==> config.mk <==
export PLATFORM = sky130hd
export DESIGN_NAME = framed_attitude_packet_parser_top
export DESIGN_NICKNAME = d
export VERILOG_FILES = /design/src/design/fapp_pkg.sv /design/src/design/fapp_cfg_regs.sv /design/src/design/fapp_parser.sv /design/src/design/framed_attitude_packet_parser_top.sv
export SDC_FILE = /design/constraint.sdc
export NUM_CORES = 1
export LEC_CHECK = 0
export BUFFER_PORTS_ARGS = -buffer_cell sky130_fd_sc_hd__buf_2
export CAP_MARGIN = 25
export CORE_MARGIN = 1
export CORE_UTILIZATION = 40
export CTS_CLUSTER_SIZE = 14
export DETAILED_ROUTE_END_ITERATION = 10
export GPL_TIMING_DRIVEN = 0
export SYNTH_ARGS = -nofsm -noshare
export SYNTH_HDL_FRONTEND = slang
export SYNTH_SLANG_ARGS = --single-unit
==> constraint.sdc <==
create_clock -name clk -period 11.1 [get_ports clk]
set_clock_uncertainty 0.05 [all_clocks]
set_input_delay 1.11 -clock clk [delete_from_list [all_inputs] [get_ports clk]]
set_output_delay 1.11 -clock clk [all_outputs]
set_load 0.01 [all_outputs]
==> src/design/fapp_pkg.sv <==
// ----------------------------------------------------------------------------
// fapp_pkg
// Shared types and constants for the framed attitude packet parser.
// ----------------------------------------------------------------------------
`default_nettype none

package fapp_pkg;

    // Frame header bytes, in order of arrival.
    localparam logic [7:0] HDR0 = 8'h44;
    localparam logic [7:0] HDR1 = 8'h49;
    localparam logic [7:0] HDR2 = 8'h59;
    localparam logic [7:0] HDR3 = 8'h64;

    // Register reset values.
    localparam logic [7:0] MAX_PAYLOAD_LENGTH_RESET  = 8'd22;
    localparam logic [7:0] ATTITUDE_MESSAGE_ID_RESET = 8'h02;

    // Configuration register indexes.
    localparam int unsigned CFG_INDEX_W = 8;
    localparam logic [CFG_INDEX_W-1:0] REG_MAX_PAYLOAD_LENGTH  = 8'd0;
    localparam logic [CFG_INDEX_W-1:0] REG_ATTITUDE_MESSAGE_ID = 8'd1;

    // Number of payload bytes captured for roll, pitch and yaw.
    localparam int unsigned HEAD_BYTES = 6;
    localparam int unsigned HEAD_IDX_W = $clog2(HEAD_BYTES);
    localparam logic [7:0]  HEAD_BYTES_B = 8'(HEAD_BYTES);

    typedef enum logic [3:0] {
        PH_HUNT    = 4'd0,
        PH_HDR1    = 4'd1,
        PH_HDR2    = 4'd2,
        PH_HDR3    = 4'd3,
        PH_LENGTH  = 4'd4,
        PH_ID      = 4'd5,
        PH_PAYLOAD = 4'd6,
        PH_SUM_A   = 4'd7,
        PH_SUM_B   = 4'd8
    } phase_t;

    typedef enum logic [1:0] {
        ST_ATT_OK     = 2'd0,
        ST_CSUM_ERR   = 2'd1,
        ST_UNKNOWN_ID = 2'd2,
        ST_LEN_ERR    = 2'd3
    } status_t;

    typedef struct packed {
        logic [7:0] max_payload_length;
        logic [7:0] attitude_message_id;
    } cfg_t;

    typedef struct packed {
        status_t            status;
        logic [7:0]         frame_id;
        logic signed [15:0] roll;
        logic signed [15:0] pitch;
        logic signed [15:0] yaw;
        logic [7:0]         checksum_error_total;
        logic [7:0]         length_error_total;
        logic [15:0]        good_frame_total;
    } result_t;

endpackage

`default_nettype wire

==> src/design/fapp_cfg_regs.sv <==
// ----------------------------------------------------------------------------
// fapp_cfg_regs
// Configuration register file: maximum payload length and attitude id.
// ----------------------------------------------------------------------------
`default_nettype none

module fapp_cfg_regs (
    input  wire logic                            clk,
    input  wire logic                            rst_n,
    input  wire logic                            wr_en,
    input  wire logic [fapp_pkg::CFG_INDEX_W-1:0] wr_index,
    input  wire logic [7:0]                      wr_data,
    output fapp_pkg::cfg_t                       cfg
);
    import fapp_pkg::*;

    cfg_t cfg_reg;

    // Writes to indexes beyond the register list are dropped.
    always_ff @(posedge clk or negedge rst_n)
    begin
        if (!rst_n)
        begin
            cfg_reg.max_payload_length  <= MAX_PAYLOAD_LENGTH_RESET;
            cfg_reg.attitude_message_id <= ATTITUDE_MESSAGE_ID_RESET;
        end
        else if (wr_en)
        begin
            if (wr_index == REG_MAX_PAYLOAD_LENGTH)
            begin
                cfg_reg.max_payload_length <= wr_data;
            end
            else if (wr_index == REG_ATTITUDE_MESSAGE_ID)
            begin
                cfg_reg.attitude_message_id <= wr_data;
            end
        end
    end

    assign cfg = cfg_reg;

endmodule

`default_nettype wire

==> src/design/fapp_parser.sv <==
// ----------------------------------------------------------------------------
// fapp_parser
// Frame state machine, Fletcher sums, payload capture and counters. One byte
// is processed per step; the result for a finished frame is given combinationally.
// ----------------------------------------------------------------------------
`default_nettype none

module fapp_parser (
    input  wire logic          clk,
    input  wire logic          rst_n,
    input  wire logic          step,
    input  wire logic [7:0]    byte_in,
    input  wire fapp_pkg::cfg_t cfg,
    output logic               res_valid,
    output fapp_pkg::result_t  res
);
    import fapp_pkg::*;

    phase_t      phase_reg,  phase_next;
    logic [7:0]  exp_len_reg, exp_len_next;
    logic [7:0]  seen_reg,   seen_next;
    logic [7:0]  sum_a_reg,  sum_a_next;
    logic [7:0]  sum_b_reg,  sum_b_next;
    logic [7:0]  rx_sum_a_reg, rx_sum_a_next;
    logic [7:0]  cur_id_reg, cur_id_next;
    logic [7:0]  head_reg [HEAD_BYTES];
    logic [7:0]  head_next [HEAD_BYTES];
    logic [15:0] roll_reg,  roll_next;
    logic [15:0] pitch_reg, pitch_next;
    logic [15:0] yaw_reg,   yaw_next;
    logic [7:0]  csum_err_reg, csum_err_next;
    logic [7:0]  len_err_reg,  len_err_next;
    logic [15:0] good_reg,     good_next;

    logic [7:0]  add_a;
    logic [7:0]  add_b;
    logic [7:0]  seen_inc;
    status_t     status_sel;
    logic [7:0]  id_sel;

    // Fletcher step on the incoming byte.
    assign add_a    = sum_a_reg + byte_in;
    assign add_b    = sum_b_reg + add_a;
    assign seen_inc = (seen_reg != 8'hFF) ? seen_reg + 8'd1 : seen_reg;

    always_comb
    begin
        phase_next    = phase_reg;
        exp_len_next  = exp_len_reg;
        seen_next     = seen_reg;
        sum_a_next    = sum_a_reg;
        sum_b_next    = sum_b_reg;
        rx_sum_a_next = rx_sum_a_reg;
        cur_id_next   = cur_id_reg;
        head_next     = head_reg;
        roll_next     = roll_reg;
        pitch_next    = pitch_reg;
        yaw_next      = yaw_reg;
        csum_err_next = csum_err_reg;
        len_err_next  = len_err_reg;
        good_next     = good_reg;
        res_valid     = 1'b0;
        status_sel    = ST_ATT_OK;
        id_sel        = cur_id_reg;

        unique case (phase_reg)
            PH_HDR1:
            begin
                phase_next = (byte_in == HDR1) ? PH_HDR2 : PH_HUNT;
            end
            PH_HDR2:
            begin
                phase_next = (byte_in == HDR2) ? PH_HDR3 : PH_HUNT;
            end
            PH_HDR3:
            begin
                phase_next = (byte_in == HDR3) ? PH_LENGTH : PH_HUNT;
            end
            PH_LENGTH:
            begin
                exp_len_next = byte_in;
                if (byte_in > cfg.max_payload_length)
                begin
                    // Oversize length: abort before any id is read.
                    len_err_next = len_err_reg + 8'd1;
                    phase_next   = PH_HUNT;
                    seen_next    = 8'd0;
                    sum_a_next   = 8'd0;
                    sum_b_next   = 8'd0;
                    res_valid    = 1'b1;
                    status_sel   = ST_LEN_ERR;
                    id_sel       = 8'd0;
                end
                else
                begin
                    sum_a_next = add_a;
                    sum_b_next = add_b;
                    phase_next = PH_ID;
                end
            end
            PH_ID:
            begin
                cur_id_next = byte_in;
                sum_a_next  = add_a;
                sum_b_next  = add_b;
                phase_next  = PH_PAYLOAD;
            end
            PH_PAYLOAD:
            begin
                for (int i = 0; i < HEAD_BYTES; i++)
                begin
                    if (seen_reg < HEAD_BYTES_B && seen_reg[HEAD_IDX_W-1:0] == HEAD_IDX_W'(i))
                    begin
                        head_next[i] = byte_in;
                    end
                end
                sum_a_next = add_a;
                sum_b_next = add_b;
                seen_next  = seen_inc;
                // A zero length still takes one payload byte.
                if (seen_inc >= exp_len_reg)
                begin
                    phase_next = PH_SUM_A;
                end
            end
            PH_SUM_A:
            begin
                rx_sum_a_next = byte_in;
                phase_next    = PH_SUM_B;
            end
            PH_SUM_B:
            begin
                if (sum_a_reg == rx_sum_a_reg && sum_b_reg == byte_in)
                begin
                    if (cur_id_reg == cfg.attitude_message_id)
                    begin
                        roll_next  = {head_reg[1], head_reg[0]};
                        pitch_next = {head_reg[3], head_reg[2]};
                        yaw_next   = {head_reg[5], head_reg[4]};
                        good_next  = good_reg + 16'd1;
                        status_sel = ST_ATT_OK;
                    end
                    else
                    begin
                        status_sel = ST_UNKNOWN_ID;
                    end
                end
                else
                begin
                    csum_err_next = csum_err_reg + 8'd1;
                    status_sel    = ST_CSUM_ERR;
                end
                phase_next = PH_HUNT;
                seen_next  = 8'd0;
                sum_a_next = 8'd0;
                sum_b_next = 8'd0;
                res_valid  = 1'b1;
            end
            default:
            begin
                // Hunting; unused phase codes behave the same way.
                phase_next = (byte_in == HDR0) ? PH_HDR1 : PH_HUNT;
            end
        endcase
    end

    always_ff @(posedge clk or negedge rst_n)
    begin
        if (!rst_n)
        begin
            phase_reg    <= PH_HUNT;
            exp_len_reg  <= 8'd0;
            seen_reg     <= 8'd0;
            sum_a_reg    <= 8'd0;
            sum_b_reg    <= 8'd0;
            rx_sum_a_reg <= 8'd0;
            cur_id_reg   <= 8'd0;
            for (int i = 0; i < HEAD_BYTES; i++)
            begin
                head_reg[i] <= 8'd0;
            end
            roll_reg     <= 16'd0;
            pitch_reg    <= 16'd0;
            yaw_reg      <= 16'd0;
            csum_err_reg <= 8'd0;
            len_err_reg  <= 8'd0;
            good_reg     <= 16'd0;
        end
        else if (step)
        begin
            phase_reg    <= phase_next;
            exp_len_reg  <= exp_len_next;
            seen_reg     <= seen_next;
            sum_a_reg    <= sum_a_next;
            sum_b_reg    <= sum_b_next;
            rx_sum_a_reg <= rx_sum_a_next;
            cur_id_reg   <= cur_id_next;
            head_reg     <= head_next;
            roll_reg     <= roll_next;
            pitch_reg    <= pitch_next;
            yaw_reg      <= yaw_next;
            csum_err_reg <= csum_err_next;
            len_err_reg  <= len_err_next;
            good_reg     <= good_next;
        end
    end

    // The result carries the state as it stands after this byte.
    always_comb
    begin
        res.status               = status_sel;
        res.frame_id             = id_sel;
        res.roll                 = roll_next;
        res.pitch                = pitch_next;
        res.yaw                  = yaw_next;
        res.checksum_error_total = csum_err_next;
        res.length_error_total   = len_err_next;
        res.good_frame_total     = good_next;
    end

endmodule

`default_nettype wire

==> src/design/framed_attitude_packet_parser_top.sv <==
// ----------------------------------------------------------------------------
// framed_attitude_packet_parser_top
// Byte-stream frame parser that extracts roll, pitch and yaw from attitude
// frames and reports frame status with wrapping error and frame counters.
// ----------------------------------------------------------------------------
// The block takes one received byte per transfer on the input channel and
// sustains one byte per clock cycle while the output side does not stall. A
// byte first lands in an input register; the parser state machine consumes
// it whenever the output register is empty or drains and, when the byte
// ends or aborts a frame, the result goes into the output register. Bytes
// that do not end a frame produce no output transfer. Frames are the four
// header bytes 0x44 0x49 0x59 0x64, a length byte, a message id, the payload
// (a length of zero still takes one payload byte), and two checksum bytes of
// an 8-bit Fletcher sum over length, id and payload. A length above
// max_payload_length gives a length-error result right away with frame_id 0.
// Roll, pitch and yaw are signed little-endian words from payload bytes 0..5
// and hold their value from the last good attitude frame. The input register
// frees up while a result waits for the output side, so one further byte is
// taken during an output stall; beyond that the input channel waits. The
// configuration port is always ready and is meant to be written only while
// no frame result is outstanding.
// ----------------------------------------------------------------------------
`default_nettype none

module framed_attitude_packet_parser_top (
    input  wire logic                            clk,
    input  wire logic                            rst_n,

    input  wire logic                            in_valid,
    output logic                                 in_ready,
    input  wire logic [7:0]                      rx_byte,

    output logic                                 out_valid,
    input  wire logic                            out_ready,
    output logic [1:0]                           status,
    output logic [7:0]                           frame_id,
    output logic signed [15:0]                   roll,
    output logic signed [15:0]                   pitch,
    output logic signed [15:0]                   yaw,
    output logic [7:0]                           checksum_error_total,
    output logic [7:0]                           length_error_total,
    output logic [15:0]                          good_frame_total,

    input  wire logic                            cfg_valid,
    output logic                                 cfg_ready,
    input  wire logic [fapp_pkg::CFG_INDEX_W-1:0] cfg_index,
    input  wire logic [7:0]                      cfg_data
);
    import fapp_pkg::*;

    cfg_t       cfg;
    logic       in_valid_reg;
    logic [7:0] in_byte_reg;
    logic       out_valid_reg;
    result_t    out_reg;
    logic       advance;
    logic       step;
    logic       res_valid;
    result_t    res;

    // The configuration port takes a write in every cycle.
    assign cfg_ready = 1'b1;

    fapp_cfg_regs u_cfg (
        .clk      (clk),
        .rst_n    (rst_n),
        .wr_en    (cfg_valid),
        .wr_index (cfg_index),
        .wr_data  (cfg_data),
        .cfg      (cfg)
    );

    // The pipeline moves whenever the output register is empty or drains.
    assign advance  = !out_valid_reg || out_ready;
    assign step     = in_valid_reg && advance;
    assign in_ready = !in_valid_reg || advance;

    always_ff @(posedge clk or negedge rst_n)
    begin
        if (!rst_n)
        begin
            in_valid_reg <= 1'b0;
        end
        else if (in_ready)
        begin
            in_valid_reg <= in_valid;
        end
    end

    always_ff @(posedge clk)
    begin
        if (in_valid && in_ready)
        begin
            in_byte_reg <= rx_byte;
        end
    end

    fapp_parser u_parser (
        .clk       (clk),
        .rst_n     (rst_n),
        .step      (step),
        .byte_in   (in_byte_reg),
        .cfg       (cfg),
        .res_valid (res_valid),
        .res       (res)
    );

    // Output register: holds a result until its transfer completes.
    always_ff @(posedge clk or negedge rst_n)
    begin
        if (!rst_n)
        begin
            out_valid_reg <= 1'b0;
        end
        else if (advance)
        begin
            out_valid_reg <= step && res_valid;
        end
    end

    always_ff @(posedge clk)
    begin
        if (step && res_valid)
        begin
            out_reg <= res;
        end
    end

    assign out_valid            = out_valid_reg;
    assign status               = out_reg.status;
    assign frame_id             = out_reg.frame_id;
    assign roll                 = out_reg.roll;
    assign pitch                = out_reg.pitch;
    assign yaw                  = out_reg.yaw;
    assign checksum_error_total = out_reg.checksum_error_total;
    assign length_error_total   = out_reg.length_error_total;
    assign good_frame_total     = out_reg.good_frame_total;

    // A waiting result must stop the parser from consuming another byte.
    a_stall_holds_parser: assert property (@(posedge clk) disable iff (!rst_n)
        (out_valid_reg && !out_ready) |-> !step)
        else $error("parser stepped while a result was stalled");

    // A result produced by the parser must show up on the output next cycle.
    a_result_reaches_output: assert property (@(posedge clk) disable iff (!rst_n)
        (step && res_valid) |=> out_valid_reg)
        else $error("parser result was lost");

    // A length abort happens before an id is read, so it reports id zero.
    a_len_err_id_zero: assert property (@(posedge clk) disable iff (!rst_n)
        (step && res_valid && res.status == ST_LEN_ERR) |-> (res.frame_id == 8'd0))
        else $error("length error reported a nonzero frame id");

endmodule

`default_nettype wire

==> results.md, run 1 <==
- Seq. cell area: between 7000 and 8000 sq um
- Drt pass-1 iters: 4
- Net Sw Frac: 20.7%
- Slew headroom: between 30% and 40%
- Cell Pwr Density: 150 nW/um^2
- Synth top area cells: dfrtp_1 (36%), edfxtp_1 (22%), mux2_2 (10%), nand2_1 (6.4%), xnor2_1 (5.7%)
- Crit path max fanout: 35
- Fillers: 3,012
- Synth Register Bits: 296
- Site Rows: 66
- Wire per inst: ~16 um
- Post-synthesis compound-gate area fraction: 5.01%
- CP Data Required Time: 11.24 ns
- Leading area contributor after synthesis: dfrtp_1
- Max reg flops: 48
- CP max stage cell: nor3_1
- Adder-Cell Fraction of Synth Area: 3.84%
- Post-synthesis mux area share: 10.3%
- Final hold vios: 0
- Fin Setup TNS: 0 ns
- Clock power share: 49.5%
- Detailed Route Iter0 Violations: 450
- Area Overhead vs Synth: 18.0%
- Die H: ~190 um
- Final Max Tran Viols: 0
- Status: complete, no violations
- CTS H-tree depth: 2
- Core ar.: between 30,000 and 40,000 sq um
- CP max stage delay: 0.83 ns
- CP arrival: 4.73 ns
- Multi-input logic area: 5160 sq um
- Layout Nets: roughly 1,300
- Synth Net Count: 1,178
- # DRC: 0
- Worst R2R Path Depth: 11
- Final worst path period share: 41.4%
- Final RePlAce weighted congestion: 0.838
- Main synth FF type: dfrtp_1
- DPL Wire Length: 19,300 um
- Syn Inst Count: 1,109
- Post-synthesis simple-gate area fraction: between 10% and 20%
- N_diodes: 0
- Top cell type's share of synthesized area: 36.2%
- Vias in the first global route: 8,480
- Clock tree sinks: a little under 300
- IO Count: 122
- Number of nets with antenna violations after routing: 0
- Largest family of logic cells by synthesized area: simple AND/OR/NAND/NOR gates
- Clock slew at reported path FFs: 0.06 ns
- Sequential area share after synthesis: 58.9%
- Worst VDD drop: 114 uV
- Power share of the combinational group: 2.6%
- Post-CTS Hold Buffers: 0
- CP endpoint kind: flop
- CP Depth: 11
- Hold depth: 2
- Clk_lat worst skew: just over 0.5 ns
- Setup crit start kind: flop
- RSZ-0062 raised after global routing: no
- Warnings, synthesis: 0
- Synth async-reset ratio: around 67%
- Vias: ~8,500
- CTS buffer count: 34
- Reg2Reg Capture Point: roll[10]
- Leak: approximately 7.2 nW
- Post-CTS sizing: 0
- Worst hold slack: 0.410 ns
- First-pass GRT wire length: between 40,000 and 50,000 um
- Fin area: 15,800 sq um
- Setup slack, reg-to-reg: about 6.5 ns
- Final setup vio count: 0
- Post-synth EDFFs: 98
- Worst hold endpoint: u_parser.yaw_reg[3]
- Largest net degree at the start of global routing: 111
- Top-count cell post-synth: nand2_1
- Total power: 2.38 mW
- Initial antenna violation count: 0
- Die width: 185 um
- WS Path Type: reg2reg
- Placed Cells: ~1,700
- Synth cell types: 59
- Clock root cell: clkbuf_16
- CP cell instances: inv_1 -> ha_1 -> nor2b_1 -> o211ai_1 -> a21oi_1 -> o21ai_1 -> nor3_1 -> nor2_1 -> nor2_4 -> buf_12 -> buf_12
- Buffers plus inverters on the worst setup path: 3
- CTS max path bufs: 3
- Flop pwr share: a little under half
- Buffer count from post-CTS setup fixing: 0
- Avg Inst Size Synth: 12.1 sq um
- Synthesized area: 13,400 sq um
- Area post-placement: 14,700 sq um
- GRT Resource Usage Total: 17.2%
- Hold_sp: u_parser.yaw_reg[3]
- Layout cells sized above 1: between 20 and 30%
- Max-Cap Viols: 0
- Fmax: 218 MHz
- Worst Tran Pin Value: 0.945 ns
- Hold WC Path Type: reg2reg
- RR Startpoint: in_byte_reg[0]
- Pint: ~1.9 mW
- GR Overflow Total: 0
- Initial core utilization: 40.9%
- Die area: around 34,000 sq um
- Tmin final: 4.59 ns
- Vias/cell: 4.88
- Fin cells: between 1,500 and 2,000
- CTS tree: built
- # port buffers: between 100 and 150
- Post-Synth XOR/XNOR Area: 6.46%
- DRT Wirelength: ~28,000 um
- Switch Pwr: 0.492 mW
- CP delay by family, top: simple AND/OR/NAND/NOR gates
- Most instantiated cells after synthesis: nand2_1 (228), dfrtp_1 (194), mux2_2 (122)
- Most common cell on crit path: buf_12
==> worst min-delay path, delay by kind of cell, from the launching register on <==
family | cells | cell delay (ns)
DFF | 1 | 0.34
and+or+nand+nor | 2 | 0.10
==> routing by layer <==
metal / up-vias / GRT usage, % / share of wire, %
met5: - / 0 / 0
met4: 0 / 5.29 / 2.4
met3: 48 / 2.71 / 3.8
met2: 152 / 27.9 / 47
met1: 4094 / 23.7 / 47
li1: 4171 / - / -
==> metrics by stage <==
stage	util, %	worst slack (ns)
2_1_floorplan	-	4.83
3_3_place_gp	44.4	2.26
3_5_place_dp	44.7	6.46
4_1_cts	48.3	6.38
5_1_grt	48.3	6.17
6_report	48.3	6.51
==> logic make-up (layout without fill, tap and decap cells) <==
kind of cell,Yosys count,in the layout
mux,123,123
other cells,1,1
buf+inv,77,261
simple gates,371,371
flops,296,296
compound gates,102,102
fa+ha+maj,40,40
xor+xnor,99,99
==> cells in the final DEF, fill, tap and decap left out, drive strengths merged, types with 6 or more instances in the layout <==
master / netlist / layout
ha: 38 / 38
clkbuf: 16 / 57
buf: 30 / 153
a21oi: 20 / 20
clkinv: 0 / 12
xnor2: 87 / 87
edfxtp: 98 / 98
o21ai: 33 / 33
xor2: 12 / 12
nor2: 28 / 28
and2: 11 / 11
and3: 19 / 19
a22o: 16 / 16
nand2b: 7 / 7
nor3: 10 / 10
bufinv: 0 / 6
nand3: 19 / 19
nand2: 230 / 230
dfrtp: 194 / 194
mux2: 122 / 122
inv: 31 / 32
a21o: 8 / 8
nand4: 25 / 25
==> worst max-delay path by stage <==
stage,start,endpoint
detailed placement,in_byte_reg[0],roll[10]
floorplan,u_cfg.cfg[9],checksum_error_total[0]
CTS,in_byte_reg[0],roll[14]
finish,in_byte_reg[0],roll[10]
global route,in_byte_reg[0],roll[14]
global placement,in_byte_reg[0],roll[10]
==> layout make-up <==
| type | count | area share (%) |
|---|---|---|
| flip-flops and latches | 296 | 49.9 |
| well taps | 442 | 3.49 |
| clock inverters | 20 | 1.58 |
| inverters | 31 | 0.735 |
| repair buffers | 123 | 4.28 |
| plain buffers | 46 | 1.54 |
| multi-input cells | 736 | 32.6 |
| clock buffers | 41 | 5.86 |
==> power groups by stage <==
stage                     combinational [mW]  sequential, mW  clock [mW]
after global routing                  0.0718            1.14        1.25
after floorplan                       0.0283            1.16           0
after global placement                0.0618            1.16           0
final                                 0.0627            1.14        1.18
after CTS                             0.0651            1.14        1.20
after detailed placement              0.0648            1.16           0
Note: power is estimated with default switching activity, not from simulation.
==> run 2: changes to the inputs <==
- ABC_AREA: default -> 1
- clock period: 11.1 -> 4 ns (I/O delays scaled with it)
==> run 2 against run 1 <==
- the run now ends with DRC left
- final cell count increased by 35%
- wire length increased by 21%
- global-route usage increased by 2.0 points
- utilization decreased by 0.63 points
- first-iteration DRC count increased by 64%
- clock power increased to 2.6 times the previous value
- die area increased by 8.6%
- highest routed layer unchanged
- sequential share of layout area decreased by 3.5 points
- power increased to 3.5 times the previous value
- synthesized cell count increased by 53%
- worst hold slack got worse by 0.39 ns
- via count increased by 34%
==> results.md, run 2 <==
- Cell Pwr Density: 494 nW/um^2
- Adder-Cell Fraction of Synth Area: 3.54%
- Vias in the first global route: between 10,000 and 15,000
- Synth cell types: 39
- # DRC: 16
- Final Max Tran Viols: 0
- Avg Inst Size Synth: 8.61 sq um
- Core ar.: about 36,000 sq um
- CP arrival: 3.68 ns
- Commonest non-fill, non-tap cell in the layout: nand2_1
- CP max stage cell: nor2_4
- Final hold vios: 0
- Failing checks: DRC
- Wire per inst: ~15 um
- Site Rows: 69
- # port buffers: 120
- CTS buffer count: 34
- Initial antenna violation count: 0
- Post-synthesis simple-gate area fraction: 24.3%
- Status: finished with violations
- CP Data Required Time: just over 4 ns
- Pre-CTS setup slack: 0.375 ns
- CP delay by family, top: simple AND/OR/NAND/NOR gates
- Layout cells sized above 1: 11.5%
- RSZ-0062 raised after global routing: no
- Detailed Route Iter0 Violations: between 700 and 800
- Final worst path period share: about nine tenths
- Top-count cell post-synth: nand2_1
- Synth Net Count: 1,762
- Post-synthesis compound-gate area fraction: under 10%
- Worst VDD drop: 256 uV
- Clk_lat worst skew: 0.51 ns
- Setup crit start kind: flop
- Most instantiated cells after synthesis: nand2_1 (540), inv_1 (240), dfrtp_1 (194)
- CP max stage delay: 0.62 ns
- WS Path Type: reg2reg
- GRT Resource Usage Total: 19.2%
- Clock tree sinks: 296
- Max reg flops: 48
- DPL Wire Length: 24,300 um
- Worst Tran Pin Value: 0.803 ns
- Syn Inst Count: about 1,700
- Die width: approximately 190 um
- Area post-placement: 15,800 sq um
- Setup ws final: 0.454 ns
- Post-synth EDFFs: 98
- Final setup vio count: 0
- Post-Synth XOR/XNOR Area: 2.40%
- CTS max path bufs: 3
- Vias/cell: slightly below 5
- Synth Register Bits: 296
- Top cell type's share of synthesized area: around a third
- Tmin final: 3.55 ns
- Largest family of logic cells by synthesized area: simple AND/OR/NAND/NOR gates
- Fin area: 17,000 sq um
- Clock root cell: clkbuf_16
- Crit path max fanout: 35
- Slew headroom: 46.3%
- CP cell instances: inv_1 -> clkbuf_1 -> ha_1 -> nand4_1 -> nand2_1 -> nand2_1 -> inv_1 -> nor2_4 -> buf_12
- Main synth FF type: dfrtp_1
- Fmax: 282 MHz
- CTS tree: built
- Die area: 37,200 sq um
- Max-Cap Viols: 0
- First-pass GRT wire length: 56,200 um
- Fin Setup TNS: 0 ns
- Synthesized area: roughly 15,000 sq um
- Placed Cells: 2,277
- IO Count: about 120
- Leading area contributor after synthesis: dfrtp_1
- Synth top area cells: dfrtp_1 (33%), edfxtp_1 (20%), nand2_1 (14%), inv_1 (6.2%), o21ai_0 (5.7%)
- Warnings, synthesis: 0
- Vias: 11,400
- Area Overhead vs Synth: 16.8%
- Die H: 193 um
- Synth async-reset ratio: 66.9%
- Fin cells: around 2,300
- Buffers plus inverters on the worst setup path: 4
- Layout Nets: 1,927
- Leak: 8.11 nW
- DRT Wirelength: 34,600 um
- CTS H-tree depth: 2
- Drt pass-1 iters: 8
- Sequential area share after synthesis: a little over half
- GR Overflow Total: 0
- Commonest cells after routing, fill and taps aside: nand2_1 (540), inv_1 (240), dfrtp_1 (194), o21ai_0 (167), buf_2 (122)
- Post-CTS sizing: 0
- Post-synthesis mux area share: 0%
- N_diodes: 0
- CP endpoint kind: flop
- Number of nets with antenna violations after routing: 0
- Total power: 8.41 mW
- Largest net degree at the start of global routing: 117
- Hold WC Path Type: in2reg
- Final RePlAce weighted congestion: 0.879
- Initial core utilization: 40.8%
- Clock slew at reported path FFs: 0.06 ns
## run 2: cell types whose count changed after synthesis, sizes merged, moves of 8 or more
cell,previous run,this run
nand3,19,100
inv,31,245
xnor2,87,11
o21ai,33,173
clkbuf,16,28
mux2,122,0
nor2,28,58
nand2,230,545
and2,11,58
and3,19,0
buf,30,21
a22o,16,0
xor2,12,29
a21o,8,0
## run 2: cell type report
| type | instances | area, sq um |
|---|---|---|
| fill | 3462 | 18700 |
| sequential | 296 | 7900 |
| multi-input combinational | 1102 | 5490 |
| clock buffer | 53 | 1060 |
| inverter | 246 | 923 |
| timing repair buffer | 129 | 738 |
| tap | 461 | 577 |
| buffer | 49 | 270 |
| clock inverter | 9 | 73.8 |
## run 2: final timing paths
path | from | to | slack (ns) | cells past startpoint
min | rx_byte[7] | in_byte_reg[7] | 0.03 | 1
max in group asynchronous | rst_n | u_parser.good_reg[13] | 2.44 | 3
max reg2reg | in_byte_reg[0] | yaw[0] | 0.45 | 9
min reg2reg | u_parser.head_reg[29] | u_parser.head_reg[29] | 0.43 | 2
max | in_byte_reg[0] | yaw[0] | 0.45 | 9
min in group asynchronous | rst_n | u_parser.roll_reg[14] | 0.42 | 2
## run 2: where the power goes
group          total, mW  internal [mW]  switching [mW]
clock network       3.12           1.89            1.23
registers           3.66           3.45           0.205
logic               1.63          0.661           0.970
## run 2: kinds of logic after synthesis
group / Yosys count
and+or+nand+nor: 812
DFF: 296
buffers and inverters: 295
AOI/OAI and AO/OA: 209
xor gates and xnor gates: 40
adders and majority gates: 40
other: 1
## run 2: stage by stage
step	utilization, %	hold slack [ns]
2_1_floorplan	-	0.0544
3_3_place_gp	44.1	0.416
3_5_place_dp	44.3	0.405
4_1_cts	47.7	0.000468
5_1_grt	47.7	0.00474
6_report	47.7	0.0254
## run 2: timing repair
item	4_1_cts	5_1_grt
hold endpoints to repair	83	0
buffers inserted	0	0
hold buffers	6	0
## run 2: per-layer routing
layer  GRT usage [%]  vias to the layer above  wire length (um)  share of wire, %
met4            6.10                        0               828               2.4
li1                -                     5736                 -                 -
met2            32.0                      239             16300                47
met1            25.6                     5354             15900                46
met3            3.24                       53              1500               4.3
met5               0                        -                 0                 0
